===== config.mk =====
export PLATFORM = sky130hd
export DESIGN_NAME = lbd_ban_table
export DESIGN_NICKNAME = d
export VERILOG_FILES = /design/src/lbd_pkg.sv /design/src/lbd_ban_table.sv
export SDC_FILE = /design/constraint.sdc
export NUM_CORES = 1
export LEC_CHECK = 0
export BUFFER_PORTS_ARGS = -buffer_cell sky130_fd_sc_hd__buf_2
export CELL_PAD_IN_SITES_DETAIL_PLACEMENT = 1
export CELL_PAD_IN_SITES_GLOBAL_PLACEMENT = 1
export CORE_MARGIN = 2
export CORE_UTILIZATION = 40
export CTS_CLUSTER_DIAMETER = 200
export DETAILED_ROUTE_END_ITERATION = 10
export PLACE_DENSITY = 0.63
export SYNTH_ARGS = -nofsm -noshare
export SYNTH_HDL_FRONTEND = slang
export SYNTH_SLANG_ARGS = --single-unit

===== constraint.sdc =====
create_clock -name clk -period 1.65 [get_ports clk]
set_input_delay 0.2475 -clock clk [delete_from_list [all_inputs] [get_ports clk]]
set_output_delay 0.2475 -clock clk [all_outputs]
set_load 0.01 [all_outputs]

===== src/lbd_pkg.sv =====
`timescale 1ns / 1ps
// ----------------------------------------------------------------------------
// Login burst detector package
// Shared sizes, codes, record types and index wrap tables.
// ----------------------------------------------------------------------------
package lbd_pkg;

    // Sizes of the per-user and banned-address stores.
    localparam int USER_SLOTS   = 64;
    localparam int HIST_DEPTH   = 4;
    localparam int BAN_SLOTS    = 16;

    // Fixed field widths of one transfer.
    localparam int USER_FW      = 6;
    localparam int SLOT_FW      = 4;
    localparam int ADDR_W       = 32;
    localparam int TIME_W       = 32;
    localparam int WIN_W        = 16;
    localparam int TOTAL_W      = 32;

    localparam int USER_AW      = (USER_SLOTS > 1) ? $clog2(USER_SLOTS) : 1;
    localparam int BAN_AW       = (BAN_SLOTS > 1) ? $clog2(BAN_SLOTS) : 1;
    localparam int POS_W        = $clog2(HIST_DEPTH);
    localparam int CNT_W        = $clog2(HIST_DEPTH + 1);

    localparam int USER_CODES   = 2 ** USER_FW;
    localparam int SLOT_CODES   = 2 ** SLOT_FW;

    localparam logic [CNT_W-1:0]   CNT_FULL = CNT_W'(HIST_DEPTH);
    localparam logic [POS_W-1:0]   POS_LAST = POS_W'(HIST_DEPTH - 1);
    localparam logic [TOTAL_W-1:0] TOTAL_MAX = '1;
    localparam logic [WIN_W-1:0]   WINDOW_RESET = WIN_W'(20);

    typedef enum logic [1:0] {
        OP_LOGIN = 2'd0,
        OP_BAN   = 2'd1,
        OP_AUTH  = 2'd2
    } op_t;

    typedef enum logic [1:0] {
        VERDICT_NONE     = 2'd0,
        VERDICT_BANNED   = 2'd1,
        VERDICT_FREQUENT = 2'd2
    } verdict_t;

    typedef struct packed {
        logic             auth;
        logic [CNT_W-1:0] cnt;
        logic [POS_W-1:0] pos;
    } user_state_t;

    typedef logic [HIST_DEPTH-1:0][TIME_W-1:0] hist_row_t;

    // Write request into the per-user stores.
    typedef struct packed {
        logic               state_en;
        logic               hist_en;
        logic [USER_AW-1:0] user;
        user_state_t        state;
        hist_row_t          row;
    } user_wr_t;

    // Write request into the banned-address table.
    typedef struct packed {
        logic              en;
        logic [BAN_AW-1:0] slot;
        logic [ADDR_W-1:0] addr;
        logic              flag;
    } ban_wr_t;

    typedef logic [USER_AW-1:0] user_wrap_tbl_t [USER_CODES];
    typedef logic [BAN_AW-1:0]  slot_wrap_tbl_t [SLOT_CODES];

    function automatic user_wrap_tbl_t build_user_wrap();
        user_wrap_tbl_t t;
        for (int i = 0; i < USER_CODES; i++) begin
            t[i] = USER_AW'(i % USER_SLOTS);
        end
        return t;
    endfunction

    function automatic slot_wrap_tbl_t build_slot_wrap();
        slot_wrap_tbl_t t;
        for (int i = 0; i < SLOT_CODES; i++) begin
            t[i] = BAN_AW'(i % BAN_SLOTS);
        end
        return t;
    endfunction

    // Out-of-range indexes wrap around the store size.
    localparam user_wrap_tbl_t USER_WRAP = build_user_wrap();
    localparam slot_wrap_tbl_t SLOT_WRAP = build_slot_wrap();

endpackage


===== src/lbd_ban_table.sv =====
`timescale 1ns / 1ps
// ----------------------------------------------------------------------------
// Banned address table
// Small register table with per-slot valid bits and a parallel match.
// ----------------------------------------------------------------------------
module lbd_ban_table (
    input  logic                  clk,
    input  logic                  rst_n,
    input  lbd_pkg::ban_wr_t      wr,
    input  logic [lbd_pkg::ADDR_W-1:0] lookup_addr,
    output logic                  hit
);
    import lbd_pkg::*;

    logic [ADDR_W-1:0]    addr_reg [BAN_SLOTS];
    logic [BAN_SLOTS-1:0] valid_reg;
    logic [BAN_SLOTS-1:0] match;

    always_ff @(posedge clk or negedge rst_n)
    begin
        if (!rst_n)
        begin
            valid_reg <= '0;
        end
        else if (wr.en)
        begin
            valid_reg[wr.slot] <= wr.flag;
        end
    end

    always_ff @(posedge clk)
    begin
        if (wr.en)
        begin
            addr_reg[wr.slot] <= wr.addr;
        end
    end

    always_comb
    begin
        for (int s = 0; s < BAN_SLOTS; s++)
        begin
            match[s] = valid_reg[s] && (addr_reg[s] == lookup_addr);
        end
    end

    assign hit = |match;

endmodule


==> run_results.csv <==
group,metric,value,unit
synthesis,synth_xor_area_share,20.0,%
synthesis,synthAdderAreaFrac,0,%
synthesis,synth_most_common_cell,"edfxtp_1",
synthesis,synth.distinct_cells,22,
synthesis,synth_simple_gate_area_share,5.62,%
pwr,peakVddDrop,0.761,mV
worst_setup_path,cp.arrival,2.80,ns
timing,fmax,328,MHz
die,io-pin-count,73,
synthesis,synth.largest_area_cell,"edfxtp_1",
timing,rsz0062_at_grt,"true",
worst_setup_path,cp-start-kind,"flop",
synthesis,avgSynthCellArea,16.7,µm²
synthesis,synth_ff_type,"edfxtp_1",
timing,setup_viol,1,
global_routing,grtUsageTotal,27.3,%
timing,fin_setup_tns,-1.40,ns
timing,worst_slack,-1.40,ns
pwr,p_total,30.5,mW
detailed_routing,drc,0,
clocking,clockRootBuffer,"clkbuf_16",
detailed_routing,vias,13100,
global_routing,antenna_found_initial,2,
timing,slew_headroom,47.4,%
clocking,postCtsSetupBuffers,0,
final_layout,drive_gt1_share,26.4,%
timing,slew_violations,0,
synthesis,ys_ff_latch,528,
final_layout,instances_no_fill,2445,
global_routing,grt_pass1_vias,13700,
final_layout,regArea,15800,µm²
detailed_routing,wl_per_cell,31.6,µm
detailed_routing,vias_per_cell,5.37,
timing,finClkSkew,0,ns
die,core,55200,µm²
worst_setup_path,ff2ff_setup_slack,0.73,ns
clocking,clkTransAtPathRegs,0.07,ns
synthesis,syn_inst,1341,
final_layout,multi_input_area,6270,µm²
min_path,hp-class,"input pin to flop",
timing,fin_crit_sh,185,%
timing,period_needed,3.05,ns
synthesis,synth_area_leaders,"edfxtp_1, xor2_1, nor4_1",
die,fp.dieH,240,µm
clocking,cts_made_buffers,56,
global_routing,grt_first_pass_wirelength,106000,µm
timing,whs,0.118,ns
final_layout,post-route-util,50.6,%
synthesis,synth-compound-area-share,0.162,%
synthesis,yosys_warnings,0,
worst_setup_path,cp_data_required_time,1.40,ns
synthesis,synth_edf_count,512,
clocking,cts-htree-levels,2,
synthesis,ys_seq_area_share,70.5,%
worst_setup_path,path_max_fanout,1,
place,portBuffers,72,
run_status,outcome,"finished, violations left",
detailed_routing,finalWirelength,77200,µm
final_layout,fillCellCount,5231,
worst_setup_path,crit_path_end_kind,"output pin",
final_layout,largest_reg_flops,512,
place,hpwl,53000,µm
clocking,cts_tree,"built",
die,die_x,240,µm
final_layout,final_nets,1725,
run_status,violations,"negative setup slack",
synthesis,synthMuxAreaShare,0.806,%
synthesis,ys_async_sr_fraction,3.03,%
job,maxCapViolations,0,
synthesis,synth_area,22400,µm²
final_layout,area_growth,24.8,%
place,gp_congestion,0.872,
detailed_routing,first_pass_iters,5,
place,placedCellCount,2343,
synthesis,ys_top_cells_by_count,"edfxtp_1, xor2_1, nor4_1, buf_6, nor3_1",
detailed_routing,ant_nets,0,
global_routing,grt.overflow.total,0,
pwr,leakage,9.93,nW
pwr,p_per_area,1090,nW/µm²
synthesis,syn_nets,1413,
die,std_cell_rows,86,
final_layout,n_antenna_cell,0,
synthesis,netlist.area_leader.share,68.8,%
timing,hold_viol_final,0,
worst_setup_path,crit_type,"flop to output pin",
clocking,cts_buffer_depth,3,
die,start_util,40.5,%
timing,worst_pin_slew,0.781,ns
detailed_routing,drt_iter0_drc,1348,
synthesis,synth_top_family_by_area,"XOR/XNOR gates",
clocking,clock_latency,0.60,ns
die,dieArea,57800,µm²
clocking,cts.sinks,528,
global_routing,grt_max_degree,21,
-- stage by stage --
stage               cell area (µm²)  worst slack [ns]
floorplan                     22600            -0.422
global placement              26000             -1.39
detailed placement            26000             -1.35
CTS                           27800             -1.44
global route                  27900             -1.41
finish                        27900             -1.40
-- cell type report --
class / count / share of cell area, %
tap: 748 / 3.35
sequential: 528 / 56.5
clock inverter: 18 / 0.762
clock buffer: 84 / 5.69
multi-input combinational: 747 / 22.5
inverter: 1 / 0.0134
timing repair buffer: 319 / 11.2
-- cells in the final DEF (no fill, tap or decap), drive strengths merged --
cell type / n
o2111ai: 1
or3b: 1
nand4: 17
nand3: 32
nor3: 34
xnor2: 19
buf: 318
bufinv: 5
nor2: 12
inv: 1
xor2: 492
nand2b: 2
dlygate4sd3: 1
dfrtp: 16
nand2: 2
edfxtp: 512
nand3b: 2
mux2: 16
clkinvlp: 1
clkinv: 12
a2111oi: 1
clkbuf: 84
nor4: 116
-- logic make-up (layout without fill, tap and decap cells) --
| family | Yosys count | in the layout |
|---|---|---|
| compound gates | 2 | 2 |
| xor+xnor | 511 | 511 |
| buf+inv | 66 | 422 |
| flops | 528 | 528 |
| mux | 16 | 16 |
| simple gates | 218 | 218 |
-- power by group --
part,switching (mW),internal (mW)
Clock,5.23,7.38
Sequential,0.162,15.1
Combinational,1.63,1.02
-- routing by layer --
layer | vias up | global-route usage [%] | share of wire, %
met1 | 6938 | 36.4 | 42
met5 | - | 0 | 0
li1 | 5535 | - | -
met4 | 0 | 10.5 | 4.0
met2 | 523 | 44.2 | 47
met3 | 133 | 5.14 | 7.0
-- critical path: stages, from the launching register on --
cell      delay, ns
edfxtp_1       0.39
xor2_1         0.17
nor4_2         0.43
nand4_1        0.44
nor3_4         0.34
nor4_2         0.08
nand4_1        0.17
buf_2          0.17
-- final timing paths --
check / from / end / cells after the start
setup / recovery: addr_reg[4][15] / hit / 7
hold / removal: wr[2] / addr_reg[9][1] / 1
setup reg to reg: valid_reg[12] / valid_reg[12] / 2
hold reg to reg: valid_reg[1] / valid_reg[1] / 1
max in group asynchronous: rst_n / valid_reg[4] / 2
min in group asynchronous: rst_n / valid_reg[6] / 2
-- timing repair --
item / in CTS / in global routing
pin swaps: 8 / 6
resized for setup: 12 / 12
hold buffers: 1 / 0
setup endpoints to repair: 1 / 1
endpoints found under the hold margin: 16 / 0
No activity file was read; power rests on OpenSTA's default activity.
